File: src/qoa_pkg.sv
// Shared types and default sizes for the quaternion orientation accumulator.
// No dependencies; used by qoa_mac and the top level.
package qoa_pkg;

    localparam int COMP_BITS_DEFAULT = 16;
    localparam int FRAC_BITS_DEFAULT = 14;

    // Control that travels with one multiply through the shared MAC
    typedef struct packed {
        logic       first;      // start a new accumulation
        logic       last;       // accumulation complete after this term
        logic       phase_end;  // last term of the current sequencer phase
        logic       shift2;     // floor the product by two bits
        logic       dbl;        // add twice the product
        logic       neg;        // subtract instead of add
        logic       init_one;   // start from one in the squared fraction format
        logic [3:0] dst;        // destination slot of the finished sum
    } mac_tag_t;

    typedef struct packed {
        logic       done;
        logic       phase_end;
        logic [3:0] dst;
    } mac_stat_t;

endpackage

File: src/qoa_mac.sv
// Shared multiply-accumulate unit: one registered signed multiplier and an accumulator.
// Depends on qoa_pkg for the tag and status structs.
module qoa_mac #(
    parameter int MW = 17,
    parameter int AW = 37,
    parameter int FRAC_BITS = qoa_pkg::FRAC_BITS_DEFAULT
) (
    input  logic                   clk,
    input  logic                   rst_n,
    input  logic                   issue,
    input  logic signed [MW-1:0]   op_a,
    input  logic signed [MW-1:0]   op_b,
    input  qoa_pkg::mac_tag_t      tag,
    output qoa_pkg::mac_stat_t     stat,
    output logic signed [AW-1:0]   sum
);
    import qoa_pkg::*;

    localparam logic signed [AW-1:0] ONE_SQ = {{(AW-1){1'b0}}, 1'b1} <<< (2 * FRAC_BITS);

    logic signed [2*MW-1:0] prod_reg;
    mac_tag_t               tag_reg;
    logic                   v1_reg;
    logic signed [AW-1:0]   acc_reg;
    mac_stat_t              stat_reg;

    logic signed [AW-1:0] term;
    logic signed [AW-1:0] base;
    logic signed [AW-1:0] acc_next;

    always_comb
    begin
        term = AW'(prod_reg);
        if (tag_reg.shift2)
        begin
            term = term >>> 2;
        end
        if (tag_reg.dbl)
        begin
            term = term <<< 1;
        end
        if (tag_reg.neg)
        begin
            term = -term;
        end
        if (tag_reg.first)
        begin
            base = tag_reg.init_one ? ONE_SQ : '0;
        end
        else
        begin
            base = acc_reg;
        end
        acc_next = base + term;
    end

    always_ff @(posedge clk or negedge rst_n)
    begin
        if (!rst_n)
        begin
            v1_reg   <= 1'b0;
            stat_reg <= '0;
        end
        else
        begin
            v1_reg         <= issue;
            stat_reg.done  <= v1_reg && tag_reg.last;
            stat_reg.phase_end <= tag_reg.phase_end;
            stat_reg.dst   <= tag_reg.dst;
        end
    end

    always_ff @(posedge clk)
    begin
        if (issue)
        begin
            prod_reg <= op_a * op_b;
            tag_reg  <= tag;
        end
        if (v1_reg)
        begin
            acc_reg <= acc_next;
        end
    end

    assign stat = stat_reg;
    assign sum  = acc_reg;

endmodule

File: src/quaternion_orientation_accumulator.sv
// Quaternion orientation accumulator: Hamilton product, normalize, rotation matrix.
// Steps in order: Hamilton product on the shared MAC, magnitudes, bit-length scan, shift, sum of
// squares on the shared MAC, square root, one divide per component and the matrix on the shared MAC;
// a zero-norm product skips from the magnitudes straight to the matrix.
// One transaction at a time: a new input is taken only after the previous result has been accepted.
// Reset (rst_n, asynchronous) loads the identity orientation and empties the block.
module quaternion_orientation_accumulator #(
    parameter int COMPONENT_BITS = qoa_pkg::COMP_BITS_DEFAULT,
    parameter int FRAC_BITS      = qoa_pkg::FRAC_BITS_DEFAULT
) (
    input  logic                             clk,
    input  logic                             rst_n,
    input  logic                             in_valid,
    output logic                             in_stall,
    input  logic                             restart,
    input  logic signed [COMPONENT_BITS-1:0] in_w,
    input  logic signed [COMPONENT_BITS-1:0] in_x,
    input  logic signed [COMPONENT_BITS-1:0] in_y,
    input  logic signed [COMPONENT_BITS-1:0] in_z,
    output logic                             out_valid,
    input  logic                             out_stall,
    output logic signed [COMPONENT_BITS-1:0] r0c0,
    output logic signed [COMPONENT_BITS-1:0] r1c0,
    output logic signed [COMPONENT_BITS-1:0] r2c0,
    output logic signed [COMPONENT_BITS-1:0] r0c1,
    output logic signed [COMPONENT_BITS-1:0] r1c1,
    output logic signed [COMPONENT_BITS-1:0] r2c1,
    output logic signed [COMPONENT_BITS-1:0] r0c2,
    output logic signed [COMPONENT_BITS-1:0] r1c2,
    output logic signed [COMPONENT_BITS-1:0] r2c2,
    output logic                             norm_zero
);
    import qoa_pkg::*;

    localparam int CB  = COMPONENT_BITS;
    localparam int FB  = FRAC_BITS;
    localparam int MW  = (CB > 17) ? CB : 17;
    localparam int AW  = (2 * MW + 3 > 2 * FB + 3) ? 2 * MW + 3 : 2 * FB + 3;
    localparam int QB  = FB + 2;
    localparam int DW  = FB + 31;
    localparam int TW  = 32;
    localparam int RW  = 62;
    localparam int LW  = $clog2(CB + 1);
    localparam int CW  = $clog2(((QB > 18) ? QB : 18) + 1);
    localparam int QX  = ((QB > CB) ? QB : CB) + 1;
    localparam int SW  = 34;

    localparam logic signed [AW-1:0] SAT_HI = {{(AW-CB+1){1'b0}}, {(CB-1){1'b1}}};
    localparam logic signed [AW-1:0] SAT_LO = ~SAT_HI;
    localparam logic signed [AW-1:0] UNIT_W = {{(AW-1){1'b0}}, 1'b1};
    localparam logic signed [AW-1:0] ONE_W  = UNIT_W <<< FB;
    localparam logic signed [AW-1:0] PROD_HALF = UNIT_W <<< (FB - 3);
    localparam logic signed [AW-1:0] MAT_HALF  = UNIT_W <<< (FB - 1);
    localparam logic [QX-1:0]        QHI = {{(QX-CB+1){1'b0}}, {(CB-1){1'b1}}};

    typedef enum logic [3:0] {
        S_IDLE, S_PROD, S_MAG, S_LEN, S_SHIFT, S_SUMSQ, S_ROOT, S_DSET, S_DRUN, S_MAT, S_OUT
    } state_t;

    function automatic logic signed [CB-1:0] sat_comp(input logic signed [AW-1:0] v);
        logic signed [AW-1:0] r;
        r = v;
        if (v > SAT_HI)
        begin
            r = SAT_HI;
        end
        else if (v < SAT_LO)
        begin
            r = SAT_LO;
        end
        return r[CB-1:0];
    endfunction

    localparam logic signed [CB-1:0] ID_W = sat_comp(ONE_W);

    state_t                 state_reg;
    logic [CW-1:0]          cnt_reg;
    logic [1:0]             idx_reg;
    logic signed [CB-1:0]   a_reg [4];
    logic signed [CB-1:0]   b_reg [4];
    logic signed [CB-1:0]   n_reg [4];
    logic [CB-1:0]          mag_reg [4];
    logic [CB-1:0]          m_reg;
    logic [LW-1:0]          len_reg;
    logic [15:0]            u_reg [4];
    logic [RW-1:0]          rad_reg;
    logic [RW-1:0]          root_reg;
    logic [RW-1:0]          bit_reg;
    logic [TW-1:0]          t_reg;
    logic [TW:0]            rem_reg;
    logic [QB-1:0]          dq_reg;
    logic signed [CB-1:0]   mat_reg [9];
    logic                   zero_reg;

    logic                   issue;
    logic signed [MW-1:0]   op_a;
    logic signed [MW-1:0]   op_b;
    mac_tag_t               tag;
    mac_stat_t              stat;
    logic signed [AW-1:0]   mac_sum;

    qoa_mac #(
        .MW       (MW),
        .AW       (AW),
        .FRAC_BITS(FB)
    ) u_mac (
        .clk  (clk),
        .rst_n(rst_n),
        .issue(issue),
        .op_a (op_a),
        .op_b (op_b),
        .tag  (tag),
        .stat (stat),
        .sum  (mac_sum)
    );

    // Operand selection for the shared MAC
    logic [1:0] pk;
    logic [1:0] pj;
    logic [1:0] ia;
    logic [1:0] ib;
    logic       mneg;
    logic       mone;

    always_comb
    begin
        pk    = cnt_reg[3:2];
        pj    = cnt_reg[1:0];
        ia    = 2'd0;
        ib    = 2'd0;
        mneg  = 1'b0;
        mone  = 1'b0;
        issue = 1'b0;
        op_a  = '0;
        op_b  = '0;
        tag   = '0;
        unique case (cnt_reg[4:1])
            4'd0:    begin ia = cnt_reg[0] ? 2'd3 : 2'd2; ib = ia; mneg = 1'b1; mone = 1'b1; end
            4'd1:    begin ia = cnt_reg[0] ? 2'd0 : 2'd1; ib = cnt_reg[0] ? 2'd3 : 2'd2; end
            4'd2:
            begin
                ia = cnt_reg[0] ? 2'd0 : 2'd1;
                ib = cnt_reg[0] ? 2'd2 : 2'd3;
                mneg = cnt_reg[0];
            end
            4'd3:
            begin
                ia = cnt_reg[0] ? 2'd0 : 2'd1;
                ib = cnt_reg[0] ? 2'd3 : 2'd2;
                mneg = cnt_reg[0];
            end
            4'd4:    begin ia = cnt_reg[0] ? 2'd3 : 2'd1; ib = ia; mneg = 1'b1; mone = 1'b1; end
            4'd5:    begin ia = cnt_reg[0] ? 2'd0 : 2'd2; ib = cnt_reg[0] ? 2'd1 : 2'd3; end
            4'd6:    begin ia = cnt_reg[0] ? 2'd0 : 2'd1; ib = cnt_reg[0] ? 2'd2 : 2'd3; end
            4'd7:
            begin
                ia = cnt_reg[0] ? 2'd0 : 2'd2;
                ib = cnt_reg[0] ? 2'd1 : 2'd3;
                mneg = cnt_reg[0];
            end
            4'd8:    begin ia = cnt_reg[0] ? 2'd2 : 2'd1; ib = ia; mneg = 1'b1; mone = 1'b1; end
            default: begin ia = 2'd0; ib = 2'd0; end
        endcase

        case (state_reg)
            S_PROD:
            begin
                issue         = cnt_reg < CW'(16);
                op_a          = MW'(a_reg[pj]);
                op_b          = MW'(b_reg[pj ^ pk]);
                tag.first     = pj == 2'd0;
                tag.last      = pj == 2'd3;
                tag.phase_end = cnt_reg == CW'(15);
                tag.shift2    = 1'b1;
                tag.neg       = (pk == 2'd0) ? (pj != 2'd0) :
                                (pk == 2'd1) ? (pj == 2'd3) :
                                (pk == 2'd2) ? (pj == 2'd1) : (pj == 2'd2);
                tag.dst       = {2'b00, pk};
            end
            S_SUMSQ:
            begin
                issue         = cnt_reg < CW'(4);
                op_a          = MW'(u_reg[pj]);
                op_b          = MW'(u_reg[pj]);
                tag.first     = pj == 2'd0;
                tag.last      = pj == 2'd3;
                tag.phase_end = pj == 2'd3;
            end
            S_MAT:
            begin
                issue         = cnt_reg < CW'(18);
                op_a          = MW'(n_reg[ia]);
                op_b          = MW'(n_reg[ib]);
                tag.first     = !cnt_reg[0];
                tag.last      = cnt_reg[0];
                tag.phase_end = cnt_reg == CW'(17);
                tag.dbl       = 1'b1;
                tag.neg       = mneg;
                tag.init_one  = mone;
                tag.dst       = cnt_reg[4:1];
            end
            default:
            begin
                issue = 1'b0;
            end
        endcase
    end

    // Magnitudes and their maximum
    logic [CB-1:0] mag_next [4];
    logic [CB-1:0] max01;
    logic [CB-1:0] max23;
    logic [CB-1:0] max_next;
    logic          all_zero;

    always_comb
    begin
        for (int i = 0; i < 4; i++)
        begin
            mag_next[i] = n_reg[i][CB-1] ? CB'(-n_reg[i]) : CB'(n_reg[i]);
        end
        max01    = (mag_next[0] > mag_next[1]) ? mag_next[0] : mag_next[1];
        max23    = (mag_next[2] > mag_next[3]) ? mag_next[2] : mag_next[3];
        max_next = (max01 > max23) ? max01 : max23;
        all_zero = (n_reg[0] == '0) && (n_reg[1] == '0) && (n_reg[2] == '0) && (n_reg[3] == '0);
    end

    // Root step, divider setup and step, quotient saturation
    logic [RW:0]          root_try;
    logic                 root_ge;
    logic [DW-1:0]        dvd;
    logic [TW:0]          trial;
    logic                 div_ge;
    logic [QB-1:0]        q_final;
    logic [QX-1:0]        q_ext;
    logic signed [CB-1:0] q_sat;
    logic [CB+15:0]       u_wide [4];

    always_comb
    begin
        root_try = {1'b0, root_reg} + {1'b0, bit_reg};
        root_ge  = {1'b0, rad_reg} >= root_try;
        dvd      = (DW'(u_reg[idx_reg]) << (FB + 14)) + DW'(t_reg >> 1);
        trial    = {rem_reg[TW-1:0], dq_reg[QB-1]};
        div_ge   = trial >= {1'b0, t_reg};
        q_final  = {dq_reg[QB-2:0], div_ge};
        q_ext    = QX'(q_final);
        q_sat    = (q_ext > QHI) ? QHI[CB-1:0] : q_ext[CB-1:0];
        for (int i = 0; i < 4; i++)
        begin
            u_wide[i] = {mag_reg[i], 16'b0} >> len_reg;
        end
    end

    state_t state_next;

    always_comb
    begin
        state_next = state_reg;
        unique case (state_reg)
            S_IDLE:  if (in_valid) state_next = S_PROD;
            S_PROD:  if (stat.done && stat.phase_end) state_next = S_MAG;
            S_MAG:   state_next = all_zero ? S_MAT : S_LEN;
            S_LEN:   if (m_reg == '0) state_next = S_SHIFT;
            S_SHIFT: state_next = S_SUMSQ;
            S_SUMSQ: if (stat.done && stat.phase_end) state_next = S_ROOT;
            S_ROOT:  if (bit_reg == '0) state_next = S_DSET;
            S_DSET:  state_next = S_DRUN;
            S_DRUN:
            begin
                if (cnt_reg == CW'(QB - 1))
                begin
                    state_next = (idx_reg == 2'd3) ? S_MAT : S_DSET;
                end
            end
            S_MAT:   if (stat.done && stat.phase_end) state_next = S_OUT;
            S_OUT:   if (!out_stall) state_next = S_IDLE;
            default: state_next = S_IDLE;
        endcase
    end

    always_ff @(posedge clk or negedge rst_n)
    begin
        if (!rst_n)
        begin
            state_reg <= S_IDLE;
            cnt_reg   <= '0;
            idx_reg   <= '0;
            zero_reg  <= 1'b0;
            n_reg[0]  <= ID_W;
            n_reg[1]  <= '0;
            n_reg[2]  <= '0;
            n_reg[3]  <= '0;
        end
        else
        begin
            state_reg <= state_next;
            if (state_next != state_reg)
            begin
                cnt_reg <= '0;
            end
            else if (issue || state_reg == S_DRUN)
            begin
                cnt_reg <= cnt_reg + CW'(1);
            end
            unique case (state_reg)
                S_IDLE:
                begin
                    if (in_valid)
                    begin
                        a_reg[0] <= in_w;
                        a_reg[1] <= in_x;
                        a_reg[2] <= in_y;
                        a_reg[3] <= in_z;
                        b_reg[0] <= restart ? ID_W : n_reg[0];
                        b_reg[1] <= restart ? '0 : n_reg[1];
                        b_reg[2] <= restart ? '0 : n_reg[2];
                        b_reg[3] <= restart ? '0 : n_reg[3];
                    end
                end
                S_PROD:
                begin
                    if (stat.done)
                    begin
                        n_reg[stat.dst[1:0]] <=
                            sat_comp((mac_sum + PROD_HALF) >>> (FB - 2));
                    end
                end
                S_MAG:
                begin
                    zero_reg <= all_zero;
                    mag_reg  <= mag_next;
                    m_reg    <= max_next;
                    len_reg  <= '0;
                end
                S_LEN:
                begin
                    if (m_reg != '0)
                    begin
                        m_reg   <= m_reg >> 1;
                        len_reg <= len_reg + LW'(1);
                    end
                end
                S_SHIFT:
                begin
                    for (int i = 0; i < 4; i++)
                    begin
                        u_reg[i] <= u_wide[i][15:0];
                    end
                end
                S_SUMSQ:
                begin
                    if (stat.done)
                    begin
                        rad_reg  <= RW'(mac_sum[SW-1:0]) << 28;
                        root_reg <= '0;
                        bit_reg  <= RW'(1) << (RW - 2);
                    end
                end
                S_ROOT:
                begin
                    if (bit_reg != '0)
                    begin
                        if (root_ge)
                        begin
                            rad_reg  <= rad_reg - root_try[RW-1:0];
                            root_reg <= (root_reg >> 1) + bit_reg;
                        end
                        else
                        begin
                            root_reg <= root_reg >> 1;
                        end
                        bit_reg <= bit_reg >> 2;
                    end
                    else
                    begin
                        t_reg   <= root_reg[TW-1:0];
                        idx_reg <= 2'd0;
                    end
                end
                S_DSET:
                begin
                    rem_reg <= (TW + 1)'(dvd >> QB);
                    dq_reg  <= dvd[QB-1:0];
                end
                S_DRUN:
                begin
                    rem_reg <= div_ge ? (trial - {1'b0, t_reg}) : trial;
                    dq_reg  <= q_final;
                    if (cnt_reg == CW'(QB - 1))
                    begin
                        // keep the sign of the product, saturated magnitude
                        n_reg[idx_reg] <= n_reg[idx_reg][CB-1] ? -q_sat : q_sat;
                        idx_reg        <= idx_reg + 2'd1;
                    end
                end
                S_MAT:
                begin
                    if (stat.done)
                    begin
                        mat_reg[stat.dst] <= sat_comp((mac_sum + MAT_HALF) >>> FB);
                    end
                end
                S_OUT:
                begin
                end
                default:
                begin
                end
            endcase
        end
    end

    assign in_stall  = state_reg != S_IDLE;
    assign out_valid = state_reg == S_OUT;
    assign r0c0      = mat_reg[0];
    assign r1c0      = mat_reg[1];
    assign r2c0      = mat_reg[2];
    assign r0c1      = mat_reg[3];
    assign r1c1      = mat_reg[4];
    assign r2c1      = mat_reg[5];
    assign r0c2      = mat_reg[6];
    assign r1c2      = mat_reg[7];
    assign r2c2      = mat_reg[8];
    assign norm_zero = zero_reg;

    // A finished result blocks new transactions
    assert property (@(posedge clk) disable iff (!rst_n) out_valid |-> in_stall)
        else $error("input accepted while a result waits");

    // MAC sums land only in the phases that consume them
    assert property (@(posedge clk) disable iff (!rst_n)
        stat.done |-> (state_reg == S_PROD || state_reg == S_SUMSQ || state_reg == S_MAT))
        else $error("MAC result outside an accumulate phase");

    // A result appears only after the matrix phase
    assert property (@(posedge clk) disable iff (!rst_n)
        $rose(out_valid) |-> $past(state_reg == S_MAT))
        else $error("result raised without a matrix pass");

    // A nonzero product always yields a nonzero divisor
    assert property (@(posedge clk) disable iff (!rst_n)
        (state_reg == S_DRUN) |-> (t_reg != '0))
        else $error("zero divisor in normalize");

endmodule
File: config.mk
export PLATFORM = sky130hd
export DESIGN_NAME = quaternion_orientation_accumulator
export DESIGN_NICKNAME = d
export VERILOG_FILES = /design/src/qoa_pkg.sv /design/src/qoa_mac.sv /design/src/quaternion_orientation_accumulator.sv
export SDC_FILE = /design/constraint.sdc
export NUM_CORES = 2
export LEC_CHECK = 0
export ABC_AREA = 1
export BUFFER_PORTS_ARGS = -buffer_cell sky130_fd_sc_hd__buf_4
export CORE_UTILIZATION = 60
export DETAILED_ROUTE_END_ITERATION = 12
export PLACE_DENSITY = 0.78
export SLEW_MARGIN = 20
export SYNTH_ARGS = -nofsm -noshare
export SYNTH_HDL_FRONTEND = slang
export SYNTH_SLANG_ARGS = --single-unit
File: constraint.sdc
create_clock -name clk -period 27.4 [get_ports clk]
set_clock_uncertainty 0.1 [all_clocks]
set_input_delay 1.37 -clock clk [delete_from_list [all_inputs] [get_ports clk]]
set_output_delay 1.37 -clock clk [all_outputs]
set_load 0.1 [all_outputs]
# After elaboration in Yosys (flattened, before gate mapping)
# Memory sizes are Yosys's and may differ from the RTL's.
# Index checks and enable logic that the tools add are counted.
[op_classes] n_addsub=17 multipliers=1 n_lt_le_gt_ge=19 n_eq_ne=34 shift=4 mux=108 bitwise=6 n_reduce_logical=46
[ops] cell="$mux W62" n=8
[ops] cell="$mux W16" n=30
[ops] cell="$pmux W62 S2" n=3
[ops] cell="$bwmux W64" n=2
[ops] cell="$mux W64" n=2
[ops] cell="$pmux W64 S2" n=1
[ops] cell="$shr A32 B5 Y16" n=4
[ops] cell="$pmux W17 S3" n=2
[ops] cell="$bmux W16 S2" n=3
[ops] cell="$logic_not A16 Y1" n=5
[ops] cell="$neg A16 Y16" n=5
[ops] cell="$mux W37" n=2
[ops] cell="$demux W16 S2" n=2
[ops] cell="$pmux W16 S2" n=2
[ops] cell="$pmux W32 S2" n=1
[ops] cell="$add A62 B62 Y63" n=1
[ops] cell="$ge A62 B63 Y1" n=1
[ops] cell="$add A61 B62 Y62" n=1
[ops] cell="$logic_not A62 Y1" n=1
[ops] cell="$reduce_bool A62 Y1" n=1
[ops] cell="$sub A62 B62 Y62" n=1
[ops] cell="$gt A16 B16 Y1" n=3
[ops] cell="$add A44 B31 Y45" n=1
[ops] cell="$pmux W4 S11" n=1
[ops] cell="other kinds (62)" n=152
[word_totals] ff_bits=516 mem_bits_rw=336 inputBits=69 out_inout_bits=147 wordCells=273 mem_count=4
[memory_table] memory="mat_reg" depth=9 width=16 rd=9 rd_clocked_by_memory_dff=0 wr=1 line="quaternion_orientation_accumulator.sv:92" text="logic signed [CB-1:0] mat_reg [9];"
[memory_table] memory="a_reg" depth=4 width=16 rd=1 rd_clocked_by_memory_dff=0 wr=4 line="quaternion_orientation_accumulator.sv:79" text="logic signed [CB-1:0] a_reg [4];"
[memory_table] memory="b_reg" depth=4 width=16 rd=1 rd_clocked_by_memory_dff=0 wr=4 line="quaternion_orientation_accumulator.sv:80" text="logic signed [CB-1:0] b_reg [4];"
[memory_table] memory="u_reg" depth=4 width=16 rd=2 rd_clocked_by_memory_dff=0 wr=4 line="quaternion_orientation_accumulator.sv:85" text="logic [15:0] u_reg [4];"

# Depth between registers and ports, before layout
[depth] word_depth=9 ltp_mapped=40 depth_no_buf=38

# Modules after synthesis
# From an unflattened synthesis, not the netlist that was laid out.
[hier_totals] cells_unflattened=9236 hier_area_um2=70161.0
[modules_own_cells] module="quaternion_orientation_accumulator" instances=1 cells_each=6831 area_per_inst_um2=51619.5
[modules_own_cells] module="qoa_mac" instances=1 cells_each=2405 area_per_inst_um2=18541.5

# Worst setup path after synthesis
# No wires, ideal clock.
[synth_timing] path_type="in2reg" from="input rst_n" to="memory a_reg[0][0] in the netlist's numbering (enable)" setup_ps=773 t_arrival_ps=10145 required_time_ps=26527 path_slack_ps=16382 stages=2 n_path_buf=0 cell_sequence="inv_1 nor3_1"
[synth_rtl] item="start: declaration" line="quaternion_orientation_accumulator.sv:12" text="input logic rst_n,"
[synth_rtl] item="end: declaration" line="quaternion_orientation_accumulator.sv:79"

# Worst setup path in the final report
[layout_timing] from="register cnt_reg[0]" to="register u_mac.prod_reg[31], data pin"
[layout_via] elab_chain_len=8 word_cells_on_any_way=24 classes_between="mul: 1; mux: 17; bitwise: 3; memory: 3"
[layout_rtl] item="start: declaration" line="quaternion_orientation_accumulator.sv:77" text="logic [CW-1:0] cnt_reg;"
[layout_rtl] item="start signal: assignment" line="quaternion_orientation_accumulator.sv:304" text="cnt_reg <= cnt_reg + CW'(1);"
[layout_rtl] item="$mux W2, or another cell as far along" line="quaternion_orientation_accumulator.sv:161" text="4'd8: begin ia = cnt_reg[0] ? 2'd2 : 2'd1; ib = ia; mneg = 1'b1; mone = 1'b1; end"
[layout_rtl] item="$pmux W2 S5" line="quaternion_orientation_accumulator.sv:137" text="unique case (cnt_reg[4:1])"
[layout_rtl] item="$not A2 Y3 (on tied branches)" line="quaternion_orientation_accumulator.sv:192, quaternion_orientation_accumulator.sv:193"
[layout_rtl] item="$bmux W16 S2 (on tied branches)" line="quaternion_orientation_accumulator.sv:192, quaternion_orientation_accumulator.sv:193"
[layout_rtl] item="$mux W16 (on tied branches) (2 in series)" line="quaternion_orientation_accumulator.sv:192, quaternion_orientation_accumulator.sv:193"
[layout_rtl] item="$pmux W17 S3" line="quaternion_orientation_accumulator.sv:165" text="case (state_reg)"
[layout_rtl] item="$mul A17 B17 Y34 *" line="qoa_mac.sv:77" text="prod_reg <= op_a * op_b;"
[layout_rtl] item="end signal: assignment" line="qoa_mac.sv:77"
[layout_rtl] item="end: declaration" line="qoa_mac.sv:21" text="logic signed [2*MW-1:0] prod_reg;"
# Every way passes the cells marked *; elsewhere a longest branch is shown, timed or not. The select of a mux whose other input is x is not followed.
# A chain may end at the register's enable or synchronous reset.

==> impl_metrics.csv <==
group,metric,value,unit
run_status,status,"complete, no violations",
min_path,holdCritPathClass,"flip-flop to flip-flop",
clocking,ctsHoldBuffers,0,
floorplanning,chipWidth,344,um
power,power.internal,4.40,mW
setup_path,worstSetupPathType,"flip-flop to flip-flop",
floorplanning,core,116000,sq um
setup_path,rr_worst_depth,32,
timing,finalSetupTns,0,ns
power,peakVddDrop,0.000826,V
power,power.switching_fraction,51.7,%
timing,clock.fmax,103,MHz
power,powerDensity,120,nW/um^2
timing,hold_ws,0.242,ns
placement,placed_cells,10750,
power,power.leakage,34.9,nW
timing,setup_violations,0,
timing,hold_viol_final,0,
detailed_routing,ant_nets,0,
floorplanning,die_y,344,um
final_layout,nFillCells,10022,
synthesis,synth_warnings,0,
detailed_routing,drt-total-wl,241,mm
detailed_routing,vias_per_cell,5.99,
setup_path,crit_path_top_delay_cell,"nand3_2",
clocking,numCtsBuffers,92,
placement,post_dp_cell_area,73000,sq um
detailed_routing,dr_total_vias,65398,
power,power,9.11,mW
clocking,cts_buffer_depth,3,
clocking,clockRootBuffer,"clkbuf_16",
final_layout,synthToLayoutAreaGrowth,8.58,%
synthesis,netlist_area,70200,sq um
clocking,insertion_delay,0.76,ns
floorplanning,die_area,118000,sq um
timing,finalCritPeriodShare,35.6,%
synthesis,synthFlopType,"edfxtp_1",
synthesis,avgSynthCellArea,7.60,sq um
detailed_routing,drc,0,
synthesis,syn-num-nets,9950,
final_layout,final_cell_mix,"nand2_1, inv_1, nor2_1, edfxtp_1, o21ai_0",
job,cap_violations,0,
setup_path,critPathCaptureType,"flip-flop",
final_layout,design_area,76200,sq um
setup_path,timing.rr.end,"u_mac.prod_reg[31]",
timing,worst_pin_slew,1.09,ns
setup_path,cp_max_fo,79,
clocking,htree_num_levels,3,
timing,drv_slew,0,
setup_path,startpoint_type,"flip-flop",
global_routing,grt_use_total,40.3,%
global_routing,grt_pass1_vias,62492,
power,comb_power_share,63.3,%
min_path,holdPathEnd,"u_mac.stat[1]",
global_routing,grt_max_degree,83,
synthesis,synth-seq-area-share,34.5,%
clocking,ctsResizeCount,0,
clocking,cts_setup_buffers,0,
min_path,hp-start,"u_mac.tag_reg[1]",
detailed_routing,drt_first_iter_violations,7695,
final_layout,multi_input_area,39600,sq um
synthesis,synth-seq-cells,821,
final_layout,largest_reg_flops,144,
synthesis,synth_edf_count,738,
floorplanning,initial_core_util,60.5,%
placement,dp_hpwl,188,mm
floorplanning,ios,216,
setup_path,required,27.75,ns
global_routing,overflow,0,
floorplanning,rows,125,
setup_path,crit_cells,32,
synthesis,syn_inst,9234,
final_layout,fin_nets,10036,
final_layout,layout-drive-gt1-share,6.17,%
final_layout,register_area,24200,sq um
setup_path,regToRegStartpoint,"cnt_reg[0]",
setup_path,crit_top_cell,"nand2_1",
final_layout,layoutNonFillerInstCount,10924,
clocking,clkTransAtPathRegs,0.06,ns
timing,fin_crit,9.75,ns
detailed_routing,wl_per_cell,22.1,um
power,clkPwrFrac,14.6,%
global_routing,grt_pass1_wl,364,mm
global_routing,antenna_found_initial,12,
clocking,clock_sinks,821,
detailed_routing,drt_pass1_iterations,9,
synthesis,synth.distinct_cells,71,
setup_path,path_delay_family,"adder cells",
clocking,tritoncts,"done",
power,seqPwrFrac,22.1,%
setup_path,r2r_setup_slack,17.65,ns
setup_path,cp_num_buf_inv,7,
power,p_sw,4.71,mW
setup_path,cp_slowest_stage_delay,0.80,ns
final_layout,mostFrequentLayoutCell,"nand2_1",
timing,slew_headroom,27.0,%
setup_path,arrival,10.10,ns
timing,rsz0062_at_grt,"false",
placement,gp_congestion,1.05,
placement,port_buffers,215,
synthesis,async_flop_share,10.1,%
min_path,hold_depth,0,
==> cell families (layout without fill, tap and decap cells) <==
logic type	after synthesis	after routing	synth area share [%]
and+or+nand+nor	4235	4235	24.9
DFF	821	821	34.5
buffers and inverters	1664	1827	9.21
other	0	3	0
AOI/OAI and AO/OA	1513	1513	12.2
muxes	17	17	0.242
xor gates and xnor gates	337	337	4.21
adders and majority gates	647	647	14.8
==> cells in the mapped netlist (all sizes together), types with 2 or more instances <==
library cell  number  area (sq um)
a32oi              7          61.3
nor4              30           188
nand2           2612          9900
fa               301          6030
xnor2            117          1020
or2               24           150
a221oi             6          52.6
inv             1372          5150
o21a              26           195
clkinv             6          22.5
o31ai              9          86.3
nand4             76           475
nand3b            22           173
o221a              2          22.5
dfrtp             82          2050
buf              126           687
o221ai            27           236
a221o             30           300
a21oi            516          2590
a21o              31           233
edfxtp           738         22200
a211oi             4          30.0
xor2             220          1930
a31oi             41           257
a22oi              5          37.5
o211ai            59           448
and2              23           144
nor3              66           330
ha               346          4330
nor2             837          3210
and3               7          43.8
mux2i             17           170
a31o               3          26.3
o21bai            41           308
o21ai            652          3290
nand3            535          2830
a21boi            10          75.1
o2111ai            3          26.3
clkbuf           160           603
o22ai             34           213
==> power groups by stage <==
| stage | sequential (mW) | combinational (mW) | clock [mW] |
|---|---|---|---|
| after global placement | 2.02 | 5.55 | 0 |
| after floorplan | 1.94 | 4.09 | 0 |
| after detailed placement | 2.02 | 5.64 | 0 |
| after global routing | 2.02 | 6.39 | 1.38 |
| final | 2.02 | 5.77 | 1.33 |
| after CTS | 2.00 | 5.67 | 1.33 |
==> worst max path at each step <==
stage	start	end	slack, ns
6_report	cnt_reg[0]	u_mac.prod_reg[31]	17.65
5_1_grt	cnt_reg[0]	u_mac.prod_reg[33]	17.09
4_1_cts	cnt_reg[0]	u_mac.prod_reg[31]	17.88
3_5_place_dp	cnt_reg[0]	u_mac.prod_reg[31]	17.92
3_3_place_gp	cnt_reg[0]	u_mac.prod_reg[31]	18.14
2_1_floorplan	rst_n	a_reg[0][0]	16.38
==> per-layer routing <==
layer  vias to the layer above  routed length (um)  GRT usage [%]
li1                      30321                   -              -
met4                         8               15200           22.7
met5                         -                  60              0
met3                       826               24700           8.27
met2                      3636              110000           64.9
met1                     30607               91600           50.7
==> worst register-to-register path: cells and delay by family (launching register included) <==
| kind | cells | cell delay [ns] |
|---|---|---|
| AOI/OAI and AO/OA | 6 | 1.51 |
| adders and majority gates | 7 | 3.58 |
| buffers and inverters | 7 | 1.54 |
| DFF | 1 | 0.34 |
| and+or+nand+nor | 12 | 2.42 |
==> metrics by stage <==
| step | setup slack, ns | util (%) |
|---|---|---|
| global placement | 18.14 | 62.9 |
| finish | 17.65 | 65.7 |
| detailed placement | 17.92 | 62.9 |
| floorplan | 16.38 | - |
| CTS | 17.88 | 65.7 |
| global route | 17.09 | 65.7 |
==> layout make-up <==
cell class / instances / area share [%]
multi-input cells: 6749 / 52.0
flip-flops and latches: 821 / 31.8
inverters: 1378 / 6.79
clock buffers: 104 / 3.14
repair buffers: 278 / 2.74
well taps: 1524 / 2.50
clock inverters: 67 / 1.04
diodes: 3 / 0.00985
Power figures use the tool's default switching activity.
